File: config.mk
export PLATFORM = sky130hd
export DESIGN_NAME = onewire_temp_scratchpad_convert_unit_flat
export DESIGN_NICKNAME = d
export VERILOG_FILES = /design/src/hdl/otsc_pkg.sv /design/src/hdl/otsc_if.sv /design/src/hdl/otsc_ctrl.sv /design/src/hdl/otsc_dp.sv /design/src/hdl/onewire_temp_scratchpad_convert_unit.sv /design/src/flat_wrapper.sv
export SDC_FILE = /design/constraint.sdc
export NUM_CORES = 1
export LEC_CHECK = 0
export BUFFER_PORTS_ARGS = -buffer_cell sky130_fd_sc_hd__buf_2
export CAP_MARGIN = 5
export CORE_MARGIN = 2
export CORE_UTILIZATION = 45
export CTS_CLUSTER_DIAMETER = 120
export DETAILED_ROUTE_END_ITERATION = 10
export HOLD_SLACK_MARGIN = 0.05
export PLACE_DENSITY = 0.75
export SYNTH_ARGS = -nofsm -noshare
export SYNTH_HDL_FRONTEND = slang
export SYNTH_HIERARCHICAL = 1
export SYNTH_SLANG_ARGS = --single-unit
File: constraint.sdc
create_clock -name clk -period 4.55 [get_ports clk]
set_clock_uncertainty 0.2 [all_clocks]
set_input_delay 0.6825 -clock clk [delete_from_list [all_inputs] [get_ports clk]]
set_output_delay 0.6825 -clock clk [all_outputs]
set_load 0.02 [all_outputs]
File: src/hdl/otsc_pkg.sv
package otsc_pkg;

  localparam int SCRATCH_BYTES = 9;
  localparam int IDX_W         = $clog2(SCRATCH_BYTES);
  localparam logic [IDX_W-1:0] LAST_IDX = IDX_W'(SCRATCH_BYTES - 1);

  // scratchpad byte positions that are kept
  localparam logic [IDX_W-1:0] IDX_TEMP_LO = IDX_W'(0);
  localparam logic [IDX_W-1:0] IDX_TEMP_HI = IDX_W'(1);
  localparam logic [IDX_W-1:0] IDX_CONFIG  = IDX_W'(4);
  localparam logic [IDX_W-1:0] IDX_REMAIN  = IDX_W'(6);

  localparam logic [7:0] FAM_EXT   = 8'h10;
  localparam logic [7:0] FAM_RES_A = 8'h28;
  localparam logic [7:0] FAM_RES_B = 8'h22;

  localparam int TEMP_W = 12;
  localparam int T_MIN  = -550;
  localparam int T_MAX  = 1250;

  typedef enum logic [1:0] {
    ST_OK    = 2'd0,
    ST_CRC   = 2'd1,
    ST_RANGE = 2'd2
  } status_t;

  typedef struct packed {
    logic             accept;
    logic [IDX_W-1:0] idx;
    logic             norm;
    logic             scale;
    logic             load;
  } cmd_t;

endpackage

File: src/hdl/otsc_if.sv
interface otsc_in_if;
  logic       valid;
  logic       ready;
  logic [7:0] scratch_byte;
  logic [7:0] family_code;
  logic       restart;

  modport source (output valid, scratch_byte, family_code, restart, input ready);
  modport sink (input valid, scratch_byte, family_code, restart, output ready);
endinterface

interface otsc_out_if;
  import otsc_pkg::*;
  logic                     valid;
  logic                     ready;
  logic signed [TEMP_W-1:0] temperature;
  logic [1:0]               status;

  modport source (output valid, temperature, status, input ready);
  modport sink (input valid, temperature, status, output ready);
endinterface

File: src/hdl/otsc_ctrl.sv
module otsc_ctrl (
  input  logic          clk,
  input  logic          rst,
  input  logic          in_valid,
  input  logic          in_restart,
  output logic          in_ready,
  input  logic          out_ready,
  output logic          out_valid,
  output otsc_pkg::cmd_t cmd
);
  import otsc_pkg::*;

  typedef enum logic [1:0] {S_COLLECT, S_NORM, S_SCALE, S_CHECK} state_t;

  state_t           state;
  logic [IDX_W-1:0] cnt;
  logic [IDX_W-1:0] idx;
  logic             accept;
  logic             slot_free;

  assign in_ready  = (state == S_COLLECT);
  assign accept    = in_valid && in_ready;
  assign slot_free = !out_valid || out_ready;
  assign idx       = (in_restart || cnt >= IDX_W'(SCRATCH_BYTES)) ? '0 : cnt;

  assign cmd.accept = accept;
  assign cmd.idx    = idx;
  assign cmd.norm   = (state == S_NORM);
  assign cmd.scale  = (state == S_SCALE);
  assign cmd.load   = (state == S_CHECK) && slot_free;

  always_ff @(posedge clk) begin
    if (rst) begin
      state     <= S_COLLECT;
      cnt       <= '0;
      out_valid <= 1'b0;
    end else begin
      // a new result beat replaces the one taken in the same cycle
      if (cmd.load) begin
        out_valid <= 1'b1;
      end else if (out_ready) begin
        out_valid <= 1'b0;
      end
      unique case (state)
        S_COLLECT: begin
          if (accept) begin
            if (idx == LAST_IDX) begin
              cnt   <= '0;
              state <= S_NORM;
            end else begin
              cnt <= idx + IDX_W'(1);
            end
          end
        end
        S_NORM:  state <= S_SCALE;
        S_SCALE: state <= S_CHECK;
        S_CHECK: begin
          if (slot_free) begin
            state <= S_COLLECT;
          end
        end
      endcase
    end
  end

`ifndef SYNTHESIS
  a_last_starts_conv: assert property (@(posedge clk) disable iff (rst)
    accept && idx == LAST_IDX |=> state == S_NORM && cnt == '0)
    else $error("last byte did not start conversion");
  a_cnt_bound: assert property (@(posedge clk) disable iff (rst)
    cnt < IDX_W'(SCRATCH_BYTES))
    else $error("byte counter out of range");
  a_wait_on_stall: assert property (@(posedge clk) disable iff (rst)
    state == S_CHECK && out_valid && !out_ready |=> state == S_CHECK && out_valid)
    else $error("result overwrote pending beat");
  a_load_sets_valid: assert property (@(posedge clk) disable iff (rst)
    cmd.load |=> out_valid && state == S_COLLECT)
    else $error("result load lost");
`endif
endmodule

File: src/hdl/otsc_dp.sv
module otsc_dp (
  input  logic                     clk,
  input  otsc_pkg::cmd_t           cmd,
  input  logic [7:0]               scratch_byte,
  input  logic [7:0]               family_code,
  output logic signed [otsc_pkg::TEMP_W-1:0] temperature,
  output logic [1:0]               status
);
  import otsc_pkg::*;

  // 1-wire crc-8, reflected poly 0x8c, one byte
  function automatic logic [7:0] crc8_byte(input logic [7:0] c_in);
    logic [7:0] c;
    c = c_in;
    for (int b = 0; b < 8; b++) begin
      c = c[0] ? ((c >> 1) ^ 8'h8C) : (c >> 1);
    end
    return c;
  endfunction

  logic [7:0] crc;
  logic [7:0] temp_lo;
  logic [7:0] temp_hi;
  logic [7:0] res_byte;
  logic [7:0] remain_byte;
  logic [7:0] family;

  logic [7:0]  crc_base;
  logic [15:0] raw;
  logic [15:0] ext;
  logic [15:0] m0;
  logic [15:0] m_abs;
  logic [15:0] m_masked;

  logic [15:0] mag;
  logic        neg;
  logic        crc_bad;

  logic [15:0] whole;
  logic [13:0] frac_num;
  logic [15:0] sum;
  logic signed [16:0] t_next;
  logic signed [16:0] t;

  assign crc_base = (cmd.idx == '0) ? 8'h00 : crc;

  always_ff @(posedge clk) begin
    if (cmd.accept) begin
      crc <= crc8_byte(crc_base ^ scratch_byte);
      if (cmd.idx == IDX_TEMP_LO) begin
        temp_lo <= scratch_byte;
        family  <= family_code;
      end
      if (cmd.idx == IDX_TEMP_HI) temp_hi <= scratch_byte;
      if (cmd.idx == IDX_CONFIG)  res_byte <= scratch_byte;
      if (cmd.idx == IDX_REMAIN)  remain_byte <= scratch_byte;
    end
  end

  // normalize: extended precision, sign magnitude, resolution mask
  always_comb begin
    raw      = {temp_hi, temp_lo};
    ext      = ({raw[15:1], 1'b0} << 3) + 16'd12 - {8'd0, remain_byte};
    m0       = (family == FAM_EXT) ? ext : raw;
    m_abs    = m0[15] ? (~m0 + 16'd1) : m0;
    m_masked = m_abs;
    if (family == FAM_RES_A || family == FAM_RES_B) begin
      unique case (res_byte[6:5])
        2'd0: m_masked = m_abs & 16'hFFF8;
        2'd1: m_masked = m_abs & 16'hFFFC;
        2'd2: m_masked = m_abs & 16'hFFFE;
        2'd3: m_masked = m_abs;
      endcase
    end
  end

  // scale sixteenths to tenths: whole*10 plus (fraction*640 + 512 if not negative)/1024
  always_comb begin
    whole    = {1'b0, mag[15:4], 3'b000} + {3'b000, mag[15:4], 1'b0};
    frac_num = {1'b0, mag[3:0], 9'd0} + {3'b000, mag[3:0], 7'd0}
             + (neg ? 14'd0 : 14'd512);
    sum      = whole + {12'd0, frac_num[13:10]};
    t_next   = neg ? -$signed({1'b0, sum}) : $signed({1'b0, sum});
  end

  always_ff @(posedge clk) begin
    if (cmd.norm) begin
      mag     <= m_masked;
      neg     <= m0[15];
      crc_bad <= (crc != 8'h00);
    end
    if (cmd.scale) t <= t_next;
    if (cmd.load) begin
      if (crc_bad) begin
        status      <= ST_CRC;
        temperature <= '0;
      end else if (t < T_MIN || t > T_MAX) begin
        status      <= ST_RANGE;
        temperature <= '0;
      end else begin
        status      <= ST_OK;
        temperature <= t[TEMP_W-1:0];
      end
    end
  end
endmodule

File: src/hdl/onewire_temp_scratchpad_convert_unit.sv
// one-wire thermometer scratchpad checker and decicelsius converter
//
// scratch (sink): one scratchpad byte per beat, byte 0 first; family_code is
// taken with byte 0. restart marks a beat as byte 0 and drops a partial
// scratchpad. after a result the next beat is byte 0 anyway.
// result (source): one beat per nine bytes, temperature in tenths of a degree
// and status (0 ok, 1 crc mismatch, 2 out of range, temperature 0 if nonzero).
// bytes are taken at one per cycle while collecting; the crc-8 advances a whole
// byte per beat. after the ninth byte the input stalls through the normalize,
// scale and range check steps; the result beat shows once the check step loads
// the output register.
// a finished result waits in the output register while the next scratchpad
// streams in; if it is still not taken when the next conversion is done, the
// block holds in the check step with scratch.ready low until result.ready.
// reset (rst, synchronous) empties the output register and sets the byte
// counter to byte 0.
module onewire_temp_scratchpad_convert_unit (
  input logic        clk,
  input logic        rst,
  otsc_in_if.sink    scratch,
  otsc_out_if.source result
);
  import otsc_pkg::*;

  cmd_t cmd;

  otsc_ctrl u_ctrl (
    .clk        (clk),
    .rst        (rst),
    .in_valid   (scratch.valid),
    .in_restart (scratch.restart),
    .in_ready   (scratch.ready),
    .out_ready  (result.ready),
    .out_valid  (result.valid),
    .cmd        (cmd)
  );

  otsc_dp u_dp (
    .clk          (clk),
    .cmd          (cmd),
    .scratch_byte (scratch.scratch_byte),
    .family_code  (scratch.family_code),
    .temperature  (result.temperature),
    .status       (result.status)
  );
endmodule

File: src/flat_wrapper.sv
// flat-port wrapper written by rule: the top's interface ports become plain ports
module onewire_temp_scratchpad_convert_unit_flat import otsc_pkg::*;
  (clk, rst, scratch_valid, scratch_scratch_byte, scratch_family_code, scratch_restart, scratch_ready, result_valid, result_temperature, result_status, result_ready);
  otsc_in_if scratch_i ();
  otsc_out_if result_i ();
  input logic clk;
  input logic rst;
  input wire logic [$bits(scratch_i.valid)-1:0] scratch_valid;
  input wire logic [$bits(scratch_i.scratch_byte)-1:0] scratch_scratch_byte;
  input wire logic [$bits(scratch_i.family_code)-1:0] scratch_family_code;
  input wire logic [$bits(scratch_i.restart)-1:0] scratch_restart;
  output wire logic [$bits(scratch_i.ready)-1:0] scratch_ready;
  output wire logic [$bits(result_i.valid)-1:0] result_valid;
  output wire logic [$bits(result_i.temperature)-1:0] result_temperature;
  output wire logic [$bits(result_i.status)-1:0] result_status;
  input wire logic [$bits(result_i.ready)-1:0] result_ready;
  assign scratch_i.valid = scratch_valid;
  assign scratch_i.scratch_byte = scratch_scratch_byte;
  assign scratch_i.family_code = scratch_family_code;
  assign scratch_i.restart = scratch_restart;
  assign scratch_ready = scratch_i.ready;
  assign result_valid = result_i.valid;
  assign result_temperature = result_i.temperature;
  assign result_status = result_i.status;
  assign result_i.ready = result_ready;
  onewire_temp_scratchpad_convert_unit u_core (.clk(clk), .rst(rst), .scratch(scratch_i), .result(result_i));
endmodule
==> After elaboration in Yosys (flattened, before gate mapping) <==
Cells that the tools add are included.
{ "op_classes": {"n_addsub": 9, "n_mul": 0, "n_div": 0, "n_lt_le_gt_ge": 3, "n_eq_ne": 16, "shift": 0, "n_mux": 24, "bitwise": 10, "reduce_logical": 19} }
{ "ops": {"columns": ["op", "count"], "rows": [
  ["$mux W16", 4],
  ["$mux W8", 8],
  ["$pmux W16 S4", 1],
  ["$not A2 Y3", 8],
  ["$gt A17 B12 Y1 const B", 1],
  ["$lt A17 B11 Y1 const B", 1],
  ["$neg A16 Y17", 1],
  ["$add A15 B13 Y16", 1],
  ["$add A16 B1 Y16 const B", 1],
  ["$add A16 B4 Y16", 1],
  ["$add A16 B4 Y16 const B", 1],
  ["$eq A8 B6 Y1 const B", 2],
  ["$not A16 Y16", 1],
  ["$sub A16 B8 Y16", 1],
  ["$add A13 B11 Y14", 1],
  ["$add A14 B10 Y14", 1],
  ["$mux W4", 3],
  ["$mux W10", 1],
  ["$reduce_and A2 Y1", 5],
  ["$eq A2 B2 Y1 const B", 4],
  ["$eq A4 B3 Y1 const B", 2],
  ["$eq A8 B5 Y1 const B", 1],
  ["$mux W2", 4],
  ["$pmux W2 S4", 1],
  ["other kinds (18)", 26]
]} }
{ "totals": {"reg_bits": 103, "latch_bits": 0, "mem_bits_rw": 0, "rom_bits": 0, "in_bits": 21, "output_inout_bits": 16, "mem_count": 0} }

==> Logic depth before layout (Yosys ltp) <==
{ "logic_depth": {"ltp_word": 22, "depth_mapped": 17, "mapped_depth_nobuf": 15} }

==> Cells and area by module <==
The synthesis kept the hierarchy.
{ "by_module_without_submodules": {"columns": ["mod", "n_inst", "cells_each", "area_each_um2", "seq_area_each_um2"], "rows": [
  ["otsc_dp", 1, 538, 5845.6, 2732.6],
  ["otsc_ctrl", 1, 56, 465.4, 140.1]
]} }

==> Worst setup path after synthesis <==
No wires, ideal clock.
{ "synth_path": {"path_type": "register to register", "from": "reg u_core.u_dp.neg", "to": "reg u_core.u_dp.t[16] (data pin)", "t_arrival_ps": 4359, "slack_ps": -268, "path_stages_with_launch": 18, "n_path_buf": 2, "period_less_slack_ps": 4818, "path_cell_list": "edfxtp_1 clkbuf_1 clkbuf_1 inv_1 a21o_1 ha_1 fa_1 xor2_1 ha_1 ha_1 fa_1 a21o_1 a211oi_1 nor2_1 xnor2_1 nand4b_1 or4_1 o31a_1"} }
{ "synth_via": {"elab_chain_len": 4} }
{ "synth_lines": {"columns": ["element", "line", "rtl"], "rows": [
  ["from (decl)", "otsc_dp.sv:36", "logic neg;"],
  ["from (signal assigned)", "otsc_dp.sv:89", "neg <= m0[15];"],
  ["$mux W10", "otsc_dp.sv:81", "+ (neg ? 14'd0 : 14'd512);"],
  ["$add A14 B10 Y14", "otsc_dp.sv:81", null],
  ["$add A16 B4 Y16", "otsc_dp.sv:82", "sum = whole + {12'd0, frac_num[13:10]};"],
  ["$neg A16 Y17", "otsc_dp.sv:83", "t_next = neg ? -$signed({1'b0, sum}) : $signed({1'b0, sum});"],
  ["to (signal assigned)", "otsc_dp.sv:92", "if (cmd.scale) t <= t_next;"],
  ["to (decl)", "otsc_dp.sv:43", "logic signed [16:0] t;"]
]} }
Several ways; a longest one is shown, not always the timed one.
A chain may end at the register's enable or synchronous reset.

==> Final worst setup path <==
{ "layout_path": {"from": "reg u_core.u_dp.mag[2]", "to": "reg u_core.u_dp.t[16] (data pin)"} }
{ "layout_via": {"elab_chain_len": 4} }
{ "layout_lines": {"columns": ["element", "line", "rtl"], "rows": [
  ["from (decl)", "otsc_dp.sv:35", "logic [15:0] mag;"],
  ["from (signal assigned)", "otsc_dp.sv:88", "mag <= m_masked;"],
  ["$add A13 B11 Y14", "otsc_dp.sv:80", "frac_num = {1'b0, mag[3:0], 9'd0} + {3'b000, mag[3:0], 7'd0}"],
  ["$add A14 B10 Y14", "otsc_dp.sv:81", null],
  ["$add A16 B4 Y16", "otsc_dp.sv:82", null],
  ["$neg A16 Y17", "otsc_dp.sv:83", null]
]} }
Every way passes these cells.

==> metrics.txt <==
vias per cell about 5.5; slowest CP cell or4_1; Sink Count 98; DP HPWL around 9.7 mm; post-route ant nets 0; internal power between 2000 and 2500 uW; startpoint types flop; initial core utilization between 40% and 50%; share of layout cells above drive strength 1 ~17%; vias in the first global route 4,432; Reg power frac between 30% and 40%; FF-to-FF End u_core/u_dp/t[16]; Setup WS post-layout -0.04318 ns; CP Data Required Time 4.45 ns; GRT Util Overall 17.74%; WS Path Type reg -> reg; RSZ-0062 raised after global routing true; CP Cell Sequence ha_1 -> a21o_1 -> ha_2 -> fa_2 -> xor2_1 -> ha_1 -> ha_4 -> a21o_2 -> and3_4 -> or3b_1 -> a221o_1 -> xor2_1 -> or4_1 -> o31a_1; I/O pin count 37; Final Max Slew Viols 0; initial antenna violation count 0; setup TNS -0.04318 ns; worst hold endpoint u_core/u_ctrl/cnt[3]; mapped cell area approximately 6300 sq um; fmax around 220 MHz; ys flop type edfxtp_1; Final GP Congestion roughly 0.85; CTS Hold Bufs 0; Pwr per Cell Area about 480 nW/um^2; layout overhead on the synthesized area 15.46%; crit-path max FO 5; Sw Ratio a little over a third; drt total wl roughly 13 mm; Clock transition at path regs 0.07 ns; CTS H-tree depth 3; switching power roughly 1300 uW; Die ar. 14,990 sq um; reg2reg path depth 14; post-synth cell types slightly below 70; first-pass GRT wire length 20.80 mm; Yosys reg bits roughly 100; num rows between 40 and 50; leak pwr around 0.0028 uW; Critical Path End Type flop; violated checks setup timing; Worst Path Arrival roughly 4.5 ns; clk_lat worst skew approximately 0.35 ns; Comb pwr share ~44%; cell taking the most area after synthesis edfxtp_1; worst reg2reg setup slack -0.04 ns; Post-route DRC 0; top-area cell type share of the netlist area 43.30%; Num CTS Buffers 9; Slew HR a little under a quarter; Hold Startpoint u_core/u_ctrl/cnt[3]; ys async rst share 0%; fin crit share 100.9%; largest net degree at the start of global routing 25; RR Startpoint u_core/u_dp/mag[2]; Worst path max stage delay about 0.53 ns; number of diodes 0; Worst VDD drop ~0.00036 V; crit-path leading delay family adder cells; die span in x ~120 um; top cells by count, synth edfxtp_1 (91), xnor2_1 (44), nand2_1 (41), ha_1 (40), nor2_1 (40); Syn Nets between 600 and 700; top-count cell post-synth edfxtp_1; Worst Hold Depth 2; fin crit period 4.593 ns; iteration count of the initial detailed-routing pass 5; DP Cell Count about 820; final hold vios 0; fin area roughly 7300 sq um; syn avg cell area about 11 sq um; worst hold path class reg -> reg; Placed Area 6835 sq um; EDFF count, synth a little over 90; max-cap violations 0; DR iter-0 viols around 260; vias between 4,000 and 5,000; Area contributors post-synth edfxtp_1 (43%), ha_1 (7.9%), xnor2_1 (6.1%); Layout Cells excl Fill ~840; Tightest Pin Transition about 1.2 ns; sequential-to-total area share from yosys stat a little under half; status finished with violations; # port buffers 36; CTS tree done; Root Driver clkbuf_16; Routed WL per cell roughly 15 um; core footprint 13,770 sq um; Max Root-Sink Buffers 2; Buf/Inv on CP 0; # setup viols final 1; clock share of power between 20 and 25%; Cells after Synth 594; Die Span Y between 100 and 150 um; Synth Warn # 6; grt total ovfl 0; Final nets 716
state kept, by name, summed over array words and instances, names as in the netlist, 4 cells and up:
register                 count
u_core/u_dp/t               17
u_core/u_dp/mag             16
u_core/u_dp/temperature     12
u_core/u_dp/crc              8
u_core/u_dp/family           8
u_core/u_dp/remain_byte      8
u_core/u_dp/temp_hi          8
u_core/u_dp/temp_lo          8
u_core/u_ctrl/cnt            4
cells in the final DEF (no fill, tap or decap), types with 3 or more instances in the layout:
master | netlist | final
a21oi_1 | 34 | 33
a22oi_1 | 3 | 3
o211ai_1 | 6 | 6
a221oi_1 | 3 | 3
nand2b_1 | 7 | 7
nor3b_1 | 6 | 6
nand4_1 | 4 | 4
buf_2 | 1 | 36
nand4b_1 | 3 | 3
and2_1 | 16 | 16
nor4b_1 | 5 | 5
edfxtp_1 | 91 | 91
inv_1 | 32 | 31
nand3b_1 | 4 | 4
o21ai_0 | 20 | 20
a2111oi_0 | 5 | 5
a211oi_1 | 8 | 7
buf_4 | 1 | 26
nor3_4 | 0 | 3
o21a_1 | 3 | 3
nor3_1 | 9 | 6
a21o_1 | 7 | 6
nand2_1 | 41 | 41
xor2_1 | 29 | 29
a31oi_1 | 5 | 5
or2_2 | 7 | 6
and3_1 | 7 | 6
nor2_1 | 40 | 40
clkbuf_16 | 0 | 9
inv_6 | 0 | 3
o31ai_1 | 4 | 3
or3_1 | 4 | 4
dfxtp_1 | 7 | 7
mux2i_1 | 11 | 10
nor4_1 | 8 | 8
nor2b_1 | 7 | 7
nand3_1 | 11 | 11
or4_1 | 4 | 4
xnor2_1 | 44 | 44
ha_1 | 40 | 38
kinds of logic after synthesis:
family	count (synthesis)	share of synthesized area (%)
flops	98	45.52
simple gates	194	16.73
xor+xnor	73	10.13
fa+ha+maj	43	8.882
buf+inv	49	3.152
mux	11	1.745
compound gates	126	13.84
worst max-delay path by stage:
stage | depth (start not counted) | to | slack (ns) | start
finish | 14 | u_core/u_dp/t[16] | -0.04 | u_core/u_dp/mag[2]
global route | 15 | u_core/u_dp/t[16] | -0.19 | u_core/u_dp/mag[2]
CTS | 14 | u_core/u_dp/t[16] | -0.05 | u_core/u_dp/mag[2]
detailed placement | 15 | u_core/u_dp/t[16] | -0.21 | u_core/u_dp/mag[2]
global placement | 15 | u_core/u_dp/t[16] | -0.09 | u_core/u_dp/mag[2]
floorplan | 15 | u_core/u_dp/t[16] | -0.06 | u_core/u_dp/mag[2]
stage by stage:
| step | util [%] | hold WS (ns) | power [uW] | setup slack, ns |
|---|---|---|---|---|
| CTS | 52.18 | 0.2828 | 3432 | -0.04928 |
| detailed placement | 49.63 | 0.2784 | 2633 | -0.2114 |
| global placement | 49.63 | 0.2669 | 2582 | -0.09016 |
| floorplan | - | 0.2469 | 2262 | -0.06170 |
| finish | 52.91 | 0.2973 | 3534 | -0.04318 |
| global route | 52.91 | 0.2799 | 3772 | -0.1949 |
cell type report:
type                            instances  area [sq um]
Clock inverter                          7         57.56
Fill cell                            1243          6486
Tap cell                              180         225.2
Timing Repair Buffer                   64         397.9
Inverter                               32         120.1
Sequential cell                        98          2873
Multi-Input combinational cell        447          3388
Clock buffer                            9         225.2
routing by layer:
layer	global-route usage [%]	wire length [um]	vias to the layer above
met4	5.532	212	0
met2	32.43	6747	110
met1	19.85	5222	2144
li1	-	-	2322
met3	5.065	509	14
met5	0	0	-
power by group through the flow:
| stage | registers [uW] | logic (uW) | clock network (uW) |
|---|---|---|---|
| finish | 1240 | 1570 | 728 |
| global route | 1250 | 1740 | 779 |
| CTS | 1240 | 1440 | 751 |
| detailed placement | 1260 | 1380 | 0 |
| global placement | 1250 | 1330 | 0 |
| floorplan | 1230 | 1030 | 0 |
timing repair:
item	CTS	global route
gates resized for setup	7	14
endpoints found under the setup margin	3	5
buffers inserted	5	0
pin swaps	7	6
worst min-delay path, cell delays in order (launching register included):
cell and delay (ns):
dfxtp_1 0.34, nand2_1 0.06, a21oi_1 0.05
Note: power is estimated with default switching activity, not from simulation.
